[src/rtl/core/apts_pkg.sv]
// Shared types and constants for the aging priority task scheduler.
// Used by apts_ctrl, apts_datapath and the aging_priority_task_scheduler top level.
package apts_pkg;

  localparam int NUM_TASKS_DEF = 16;

  typedef enum logic [2:0] {
    OP_CREATE = 3'd0,
    OP_SET    = 3'd1,
    OP_PICK   = 3'd2,
    OP_FINISH = 3'd3,
    OP_GET    = 3'd4
  } op_t;

  typedef enum logic [1:0] {
    ST_OK      = 2'd0,
    ST_FULL    = 2'd1,
    ST_EMPTY   = 2'd2,
    ST_UNKNOWN = 2'd3
  } st_t;

  typedef enum logic [2:0] {
    S_IDLE,
    S_DECODE,
    S_SCAN,
    S_APPLY,
    S_SHIFT,
    S_DONE
  } state_t;

  // One row of the ready table.
  typedef struct packed {
    logic [7:0] id;
    logic [5:0] sprio;
    logic [7:0] dprio;
  } entry_t;

  // Controller to datapath.
  typedef struct packed {
    logic load;
    logic sweep_init;
    logic scan;
    logic apply;
    logic shift;
    logic dec_count;
    logic publish;
  } cmd_t;

  // Datapath to controller.
  typedef struct packed {
    op_t  op;
    logic empty;
    logic found;
    logic term;
    logic sweep_done;
    logic out_busy;
  } stat_t;

endpackage

[src/rtl/core/apts_ctrl.sv]
// Sequencing state machine of the aging priority task scheduler.
// Depends on apts_pkg; drives the command struct of apts_datapath.
module apts_ctrl import apts_pkg::*; (
  input  logic  clk,
  input  logic  rst,
  input  logic  in_valid,
  output logic  in_stall,
  input  stat_t stat,
  output cmd_t  cmd
);

  state_t state, state_next;

  always_ff @(posedge clk) begin
    if (rst) begin
      state <= S_IDLE;
    end else begin
      state <= state_next;
    end
  end

  always_comb begin
    state_next = state;
    unique case (state)
      S_IDLE: begin
        if (in_valid) state_next = S_DECODE;
      end
      S_DECODE: begin
        unique case (stat.op)
          OP_PICK:                  state_next = stat.empty ? S_APPLY : S_SCAN;
          OP_SET, OP_GET, OP_FINISH: state_next = S_SCAN;
          default:                  state_next = S_APPLY;
        endcase
      end
      S_SCAN: begin
        if (stat.sweep_done) state_next = S_APPLY;
      end
      S_APPLY: begin
        if (stat.op == OP_FINISH && stat.found && stat.term) state_next = S_SHIFT;
        else state_next = S_DONE;
      end
      S_SHIFT: begin
        if (stat.sweep_done) state_next = S_DONE;
      end
      S_DONE: begin
        if (!stat.out_busy) state_next = S_IDLE;
      end
      default: state_next = S_IDLE;
    endcase
  end

  always_comb begin
    cmd            = '0;
    in_stall       = (state != S_IDLE);
    cmd.load       = (state == S_IDLE) && in_valid;
    cmd.sweep_init = (state == S_DECODE);
    cmd.scan       = (state == S_SCAN);
    cmd.apply      = (state == S_APPLY);
    cmd.shift      = (state == S_SHIFT);
    cmd.dec_count  = (state == S_SHIFT) && stat.sweep_done;
    cmd.publish    = (state == S_DONE) && !stat.out_busy;
  end

endmodule

[src/rtl/core/apts_datapath.sv]
// Ready table memory, sweep pipeline, counters and result registers.
// Depends on apts_pkg; sequenced by apts_ctrl through cmd_t and stat_t.
module apts_datapath import apts_pkg::*; #(
  parameter int NUM_TASKS = NUM_TASKS_DEF
) (
  input  logic        clk,
  input  logic        rst,
  input  cmd_t        cmd,
  output stat_t       stat,
  input  logic [2:0]  opcode,
  input  logic [7:0]  task_id,
  input  logic [5:0]  prio,
  input  logic        terminated,
  input  logic        cfg_wr_en,
  input  logic [3:0]  cfg_wr_data,
  input  logic        out_stall,
  output logic        out_valid,
  output logic [1:0]  status,
  output logic [7:0]  result_id,
  output logic [5:0]  result_prio,
  output logic [4:0]  tasks_left
);

  localparam int IDX_W = $clog2(NUM_TASKS);
  localparam int CNT_W = $clog2(NUM_TASKS + 1);

  entry_t mem [NUM_TASKS];
  entry_t rdata;

  logic [CNT_W-1:0] task_count;
  logic [CNT_W-1:0] rd_idx;
  logic [7:0]       next_id;
  logic [3:0]       aging_step;

  op_t        op_q;
  logic [7:0] tid_q;
  logic [5:0] prio_q;
  logic       term_q;

  logic             pend;
  logic [IDX_W-1:0] pend_idx;
  logic             found;
  logic [IDX_W-1:0] hit_idx;
  entry_t           hit_ent;
  logic [IDX_W-1:0] best_idx;
  entry_t           best_ent;

  st_t        res_status;
  logic [7:0] res_id;
  logic [5:0] res_prio;

  logic             full, empty, rd_issue;
  logic [8:0]       diff;
  logic [7:0]       aged;
  logic             we;
  logic [IDX_W-1:0] waddr;
  entry_t           wdata;

  assign full     = (task_count >= CNT_W'(NUM_TASKS));
  assign empty    = (task_count == '0);
  assign rd_issue = (cmd.scan || cmd.shift) && (rd_idx < task_count);

  // Aging with saturation at -128: the nine-bit difference is below -128
  // exactly when its top two bits read 10.
  assign diff = {rdata.dprio[7], rdata.dprio} - {5'b0, aging_step};
  assign aged = (diff[8] && !diff[7]) ? 8'h80 : diff[7:0];

  always_comb begin
    stat.op         = op_q;
    stat.empty      = empty;
    stat.found      = found;
    stat.term       = term_q;
    stat.sweep_done = !pend && !(rd_idx < task_count);
    stat.out_busy   = out_valid && out_stall;
  end

  // Single write port shared by the aging sweep, the close-up shift and the
  // final update of each operation.
  always_comb begin
    we    = 1'b0;
    waddr = pend_idx;
    wdata = rdata;
    if (cmd.scan && pend && op_q == OP_PICK) begin
      we          = 1'b1;
      wdata.dprio = aged;
    end else if (cmd.shift && pend) begin
      we    = 1'b1;
      waddr = pend_idx - IDX_W'(1);
    end else if (cmd.apply) begin
      unique case (op_q)
        OP_CREATE: begin
          we    = !full;
          waddr = task_count[IDX_W-1:0];
          wdata = '{id: next_id, sprio: 6'd0, dprio: 8'd0};
        end
        OP_PICK: begin
          // The winner was aged with the rest; put back its original value.
          we    = !empty;
          waddr = best_idx;
          wdata = best_ent;
        end
        OP_SET: begin
          we    = found;
          waddr = hit_idx;
          wdata = '{id: hit_ent.id, sprio: prio_q, dprio: {{2{prio_q[5]}}, prio_q}};
        end
        OP_FINISH: begin
          we    = found && !term_q;
          waddr = hit_idx;
          wdata = '{id: hit_ent.id, sprio: hit_ent.sprio,
                    dprio: {{2{hit_ent.sprio[5]}}, hit_ent.sprio}};
        end
        default: we = 1'b0;
      endcase
    end
  end

  always_ff @(posedge clk) begin
    if (we) mem[waddr] <= wdata;
    if (rd_issue) rdata <= mem[rd_idx[IDX_W-1:0]];
  end

  // Operand capture and scan bookkeeping.
  always_ff @(posedge clk) begin
    if (cmd.load) begin
      op_q   <= op_t'(opcode);
      tid_q  <= task_id;
      prio_q <= prio;
      term_q <= terminated;
    end
    if (cmd.scan && pend) begin
      if (op_q == OP_PICK) begin
        if (pend_idx == '0 || $signed(rdata.dprio) < $signed(best_ent.dprio)) begin
          best_idx <= pend_idx;
          best_ent <= rdata;
        end
      end else if (!found && rdata.id == tid_q) begin
        hit_idx <= pend_idx;
        hit_ent <= rdata;
      end
    end
    if (rd_issue) pend_idx <= rd_idx[IDX_W-1:0];
  end

  always_ff @(posedge clk) begin
    if (rst) begin
      rd_idx <= '0;
      pend   <= 1'b0;
      found  <= 1'b0;
    end else begin
      pend <= rd_issue;
      if (rd_issue) rd_idx <= rd_idx + CNT_W'(1);
      if (cmd.sweep_init) begin
        rd_idx <= '0;
        found  <= 1'b0;
      end else if (cmd.scan && pend && op_q != OP_PICK && rdata.id == tid_q) begin
        found <= 1'b1;
      end
      // A removal closes up the order from the entry after the hit.
      if (cmd.apply && op_q == OP_FINISH && found && term_q) begin
        rd_idx <= CNT_W'(hit_idx) + CNT_W'(1);
      end
    end
  end

  always_ff @(posedge clk) begin
    if (rst) begin
      task_count <= '0;
      next_id    <= 8'd0;
    end else begin
      if (cmd.apply && op_q == OP_CREATE && !full) begin
        task_count <= task_count + CNT_W'(1);
        next_id    <= next_id + 8'd1;
      end
      if (cmd.dec_count) task_count <= task_count - CNT_W'(1);
    end
  end

  always_ff @(posedge clk) begin
    if (rst) begin
      aging_step <= 4'd1;
    end else if (cfg_wr_en) begin
      aging_step <= cfg_wr_data;
    end
  end

  // Result of the operation, held until the output register is free.
  always_ff @(posedge clk) begin
    if (cmd.apply) begin
      res_status <= ST_OK;
      res_id     <= 8'd0;
      res_prio   <= 6'd0;
      unique case (op_q)
        OP_CREATE: begin
          if (full) res_status <= ST_FULL;
          else res_id <= next_id;
        end
        OP_PICK: begin
          if (empty) res_status <= ST_EMPTY;
          else res_id <= best_ent.id;
        end
        OP_SET, OP_FINISH: begin
          if (!found) res_status <= ST_UNKNOWN;
        end
        OP_GET: begin
          if (!found) res_status <= ST_UNKNOWN;
          else res_prio <= hit_ent.sprio;
        end
        default: res_status <= ST_OK;
      endcase
    end
  end

  always_ff @(posedge clk) begin
    if (rst) begin
      out_valid <= 1'b0;
    end else if (cmd.publish) begin
      out_valid <= 1'b1;
    end else if (out_valid && !out_stall) begin
      out_valid <= 1'b0;
    end
  end

  always_ff @(posedge clk) begin
    if (cmd.publish) begin
      status      <= res_status;
      result_id   <= res_id;
      result_prio <= res_prio;
      tasks_left  <= 5'(task_count);
    end
  end

endmodule

[src/rtl/core/aging_priority_task_scheduler.sv]
// Top level of the aging priority task scheduler: controller plus datapath.
// Depends on apts_pkg, apts_ctrl and apts_datapath.
//
//   channel  direction  handshake              payload
//   in       input      in_valid / in_stall    opcode, task_id, prio, terminated
//   out      output     out_valid / out_stall  status, result_id, result_prio, tasks_left
//   cfg      input      cfg_wr_en              cfg_wr_data (aging step)
//
// One operation at a time. Create, pick on an empty table and unused opcodes go
// straight from decode to the update; pick, set, get and finish first sweep the table
// through its single read port, and a terminating finish that finds its task adds
// a further pass over the entries after it to close up the order.
// Reset (rst, synchronous) empties the table, zeroes the id counter and sets the
// aging step to 1; no clearing pass is needed. A new item is taken while the
// previous result still waits on out_stall; its own result then waits for that one.
module aging_priority_task_scheduler import apts_pkg::*; #(
  parameter int NUM_TASKS = NUM_TASKS_DEF
) (
  input  logic       clk,
  input  logic       rst,
  input  logic       in_valid,
  output logic       in_stall,
  input  logic [2:0] opcode,
  input  logic [7:0] task_id,
  input  logic [5:0] prio,
  input  logic       terminated,
  output logic       out_valid,
  input  logic       out_stall,
  output logic [1:0] status,
  output logic [7:0] result_id,
  output logic [5:0] result_prio,
  output logic [4:0] tasks_left,
  input  logic       cfg_wr_en,
  input  logic [3:0] cfg_wr_data
);

  cmd_t  cmd;
  stat_t stat;

  apts_ctrl u_ctrl (
    .clk      (clk),
    .rst      (rst),
    .in_valid (in_valid),
    .in_stall (in_stall),
    .stat     (stat),
    .cmd      (cmd)
  );

  apts_datapath #(
    .NUM_TASKS (NUM_TASKS)
  ) u_datapath (
    .clk         (clk),
    .rst         (rst),
    .cmd         (cmd),
    .stat        (stat),
    .opcode      (opcode),
    .task_id     (task_id),
    .prio        (prio),
    .terminated  (terminated),
    .cfg_wr_en   (cfg_wr_en),
    .cfg_wr_data (cfg_wr_data),
    .out_stall   (out_stall),
    .out_valid   (out_valid),
    .status      (status),
    .result_id   (result_id),
    .result_prio (result_prio),
    .tasks_left  (tasks_left)
  );

endmodule
[config.mk]
export PLATFORM = sky130hd
export DESIGN_NAME = aging_priority_task_scheduler
export DESIGN_NICKNAME = d
export VERILOG_FILES = /design/src/rtl/core/apts_pkg.sv /design/src/rtl/core/apts_ctrl.sv /design/src/rtl/core/apts_datapath.sv /design/src/rtl/core/aging_priority_task_scheduler.sv
export SDC_FILE = /design/constraint.sdc
export NUM_CORES = 1
export LEC_CHECK = 0
export BUFFER_PORTS_ARGS = -buffer_cell sky130_fd_sc_hd__buf_2
export CORE_ASPECT_RATIO = 0.6
export CORE_MARGIN = 2
export CORE_UTILIZATION = 45
export CTS_CLUSTER_SIZE = 14
export DETAILED_ROUTE_END_ITERATION = 10
export GPL_TIMING_DRIVEN = 0
export PLACE_DENSITY = 0.64
export SYNTH_ARGS = -nofsm -noshare
export SYNTH_HDL_FRONTEND = slang
export SYNTH_SLANG_ARGS = --single-unit
[constraint.sdc]
create_clock -name clk -period 4.3 [get_ports clk]
set_input_delay 0.86 -clock clk [delete_from_list [all_inputs] [get_ports clk]]
set_output_delay 0.86 -clock clk [all_outputs]
set_load 0.1 [all_outputs]
==> out/metrics.cfg <==
[outcome]
status = finished clean

[route]
ant_nets = 0
top_layer = met4
wl_mm = 48.2
wire_per_inst_um = 26.3
wl_met2_mm = 19.7
wl_met1_mm = 22.7
via_per_inst = 5.95
drc = 0
dr_total_vias = 10900
drt-pass1-iter-count = 7
drt-initial-drc-count = 1325
wl_met3_mm = 5.18

[synth]
syn-cell-area_um2 = 20400
synth_edf_count = 477
synth.avg_cell_area_um2 = 18.5
synth.distinct_cells = 65
yosys_warnings = 0
ys_seq_area_share_pct = 73.0
synthCells = 1103
syn_nets = 1153
ys.flop_type = edfxtp_1
async_flop_share_pct = 0
synth-seq-cells = 505

[setup_path]
cp_slowest_stage_delay_ns = 0.92
cp_data_required_time_ns = 4.48
cp_max_fo = 22
criticalPathCategory = reg2reg
r2r-start = u_ctrl.state[0]
arrival_ns = 3.91
reg2reg_to = u_datapath.mem[9][14]
cpMaxStageDelayCell = nor2_4
worstPathCellList = buf_2 > nand2b_1 > nor2_1 > nand2_1 > o2111ai_1 > nand3_1 > nor2_4
cp-end-kind = flip-flop
rrSetupSlack_ns = 0.57
crit_buf_inv = 1
reg2reg_depth = 7
crit_path_start = u_ctrl.state[0]
startpoint_type = flip-flop
path_delay_family = simple AND/OR/NAND/NOR gates

[power_and_ir_drop]
p_seq_share_pct = 54.3
p_per_area_nw_per_um2 = 451
total_power_uw = 10400
swShare_pct = 24.0
ir_drop_v = 0.000296
p_comb_share_pct = 10.0
leakagePower_uw = 0.00737
p_int_uw = 7920
clock_power_share_pct = 35.7
p_sw_uw = 2500

[floorplanning]
die_area_um2 = 47100
num_io_pins = 50
die_x_um = 279
die_y_um = 169
core_um2 = 44700
rows = 60
start_util_pct = 45.5

[cells_and_area]
fin_nets = 1265
synthToLayoutAreaGrowth_pct = 13.4
post-route-util_pct = 51.6
antenna_cells = 0
layout-drive-gt1-share_pct = 23.5

[global_routing]
grt_pass1_wl_mm = 70.5
grt_overflow_total = 0
grt_pass1_vias = 10600
grt_max_degree = 30
antenna_found_initial = 0
grtUsageTotal_pct = 20.7

[min_path]
holdPathStages = 0
hold_path.class = reg2reg
min-delay-start = u_datapath.res_id[1]
hold_end = u_datapath.result_id[1]

[clock_tree]
cts_num_sinks = 505
cts-root-buf = clkbuf_16
cts-buffers-inserted = 44
hold_buffers = 0
cts_tree = done
clk_latency_ns = 0.57
post_cts_buffers = 0
htreeDepth = 2
ctsResizeCount = 0
path_clk_slew_ns = 0.06
clk_path_buf_depth = 3

[sta]
maxSlewViolCount = 0
finalHoldViolations = 0
relSlewSlack_pct = 10.0
post-route-min-period_ns = 3.73
max_freq_ghz = 0.268
setup_viol_count_final = 0
rsz0062_at_grt = no
worst_pin_slew_ns = 1.35
whs_ns = 0.421
min_period_over_period_pct = 86.7
finClkSkew_ns = 0.0184

[run]
cap_violations = 0

[placed_design]
io_buffers = 48
hpwl_mm = 32.5
gp_congestion = 0.887

==> registers in the layout (all words and copies together) (netlist names), 8 cells and up <==
name                  flops
u_datapath.tid_q          8
u_datapath.hit_ent       14
u_datapath.result_id      8
u_datapath.best_ent      22
u_datapath.mem          352
u_datapath.rdata         22
u_datapath.res_id         8
u_datapath.next_id        8
==> per-stage QoR <==
| step | setup slack [ns] | instance area, um2 | setup TNS [ns] | instances |
|---|---|---|---|---|
| final | 0.571 | 23100 | 0 | 1833 |
| after global placement | -0.691 | 21400 | -155.05 | 1740 |
| after floorplan | 0.742 | 20400 | 0 | 1103 |
| after global routing | 0.427 | 23100 | 0 | 1833 |
| after detailed placement | 0.662 | 21800 | 0 | 1758 |
| after CTS | 0.646 | 23100 | 0 | 1833 |
==> worst reg2reg max path, delay by kind of cell (launching register included) <==
| family | cells | cell delay (ns) |
|---|---|---|
| compound gates | 1 | 0.31 |
| buf+inv | 1 | 0.20 |
| flops | 1 | 0.35 |
| simple gates | 5 | 2.47 |
==> Yosys cell counts (7+ instances only) <==
| master | number | area, um2 |
|---|---|---|
| a21oi_1 | 37 | 185 |
| buf_2 | 12 | 60.1 |
| nand3_1 | 15 | 75.1 |
| xnor2_1 | 15 | 131 |
| o21ai_0 | 35 | 175 |
| ha_1 | 22 | 275 |
| or3_1 | 7 | 43.8 |
| nor3_1 | 12 | 60.1 |
| mux4_2 | 110 | 2480 |
| nor2_1 | 75 | 282 |
| a22o_1 | 8 | 70.1 |
| edfxtp_1 | 477 | 14300 |
| buf_1 | 7 | 26.3 |
| dfxtp_1 | 28 | 561 |
| nand2_1 | 40 | 150 |
| mux2i_1 | 20 | 200 |
| inv_1 | 30 | 113 |
| and2_1 | 11 | 68.8 |
| xor2_1 | 14 | 123 |
| buf_4 | 14 | 105 |
| clkbuf_1 | 14 | 52.6 |
| nand2b_1 | 11 | 68.8 |
==> placed cells by master, fill, tap and decap left out, drive strengths merged, types with 8 or more instances in the layout <==
cell type    n
clkbuf      76
dfxtp       28
ha          22
nor2        76
xnor2       15
mux4       110
clkinv      11
xor2        14
a22o         8
mux2i       20
nand2b      12
nand2       41
nand3       15
inv         30
edfxtp     477
and2        11
a21oi       37
nor3        13
o21ai       38
buf        100
==> power groups by stage <==
| stage | clock, uW | combinational (uW) | sequential (uW) |
|---|---|---|---|
| after floorplan | 0 | 665 | 5770 |
| after global placement | 0 | 965 | 5770 |
| after detailed placement | 0 | 1030 | 5770 |
| after CTS | 3780 | 1030 | 5660 |
| after global routing | 3970 | 1120 | 5670 |
| final | 3720 | 1040 | 5660 |
==> worst max path at each step <==
stage	depth (start not counted)	endpoint
floorplan	7	u_datapath.mem[0][0]
global placement	7	u_datapath.mem[4][0]
detailed placement	6	u_datapath.mem[5][20]
CTS	6	u_datapath.mem[6][20]
global route	9	u_datapath.mem[12][1]
finish	7	u_datapath.mem[9][14]
==> metal layers <==
metal | vias up | GRT usage (%)
met3 | 64 | 6.00
met5 | - | 0
met2 | 512 | 27.6
met4 | 0 | 3.74
li1 | 4649 | -
met1 | 5680 | 33.6
==> kinds of logic (layout without fill, tap and decap cells) <==
| group | count (synthesis) | count (layout) | share of synthesized area (%) |
|---|---|---|---|
| DFF | 505 | 505 | 73.0 |
| AOI/OAI and AO/OA | 137 | 137 | 4.29 |
| muxes | 132 | 132 | 13.2 |
| adders and majority gates | 23 | 23 | 1.45 |
| and+or+nand+nor | 199 | 199 | 4.92 |
| buffers and inverters | 78 | 219 | 1.81 |
| xor gates and xnor gates | 29 | 29 | 1.25 |
==> cell type report <==
class	count	area, um2
Fill cell	3578	21600
Tap cell	589	737
Buffer	48	255
Inverter	30	113
Multi-Input combinational cell	520	5260
Sequential cell	505	14900
Clock inverter	13	93.8
Timing Repair Buffer	66	549
Clock buffer	62	1210
(Power assumes the default switching activity.)
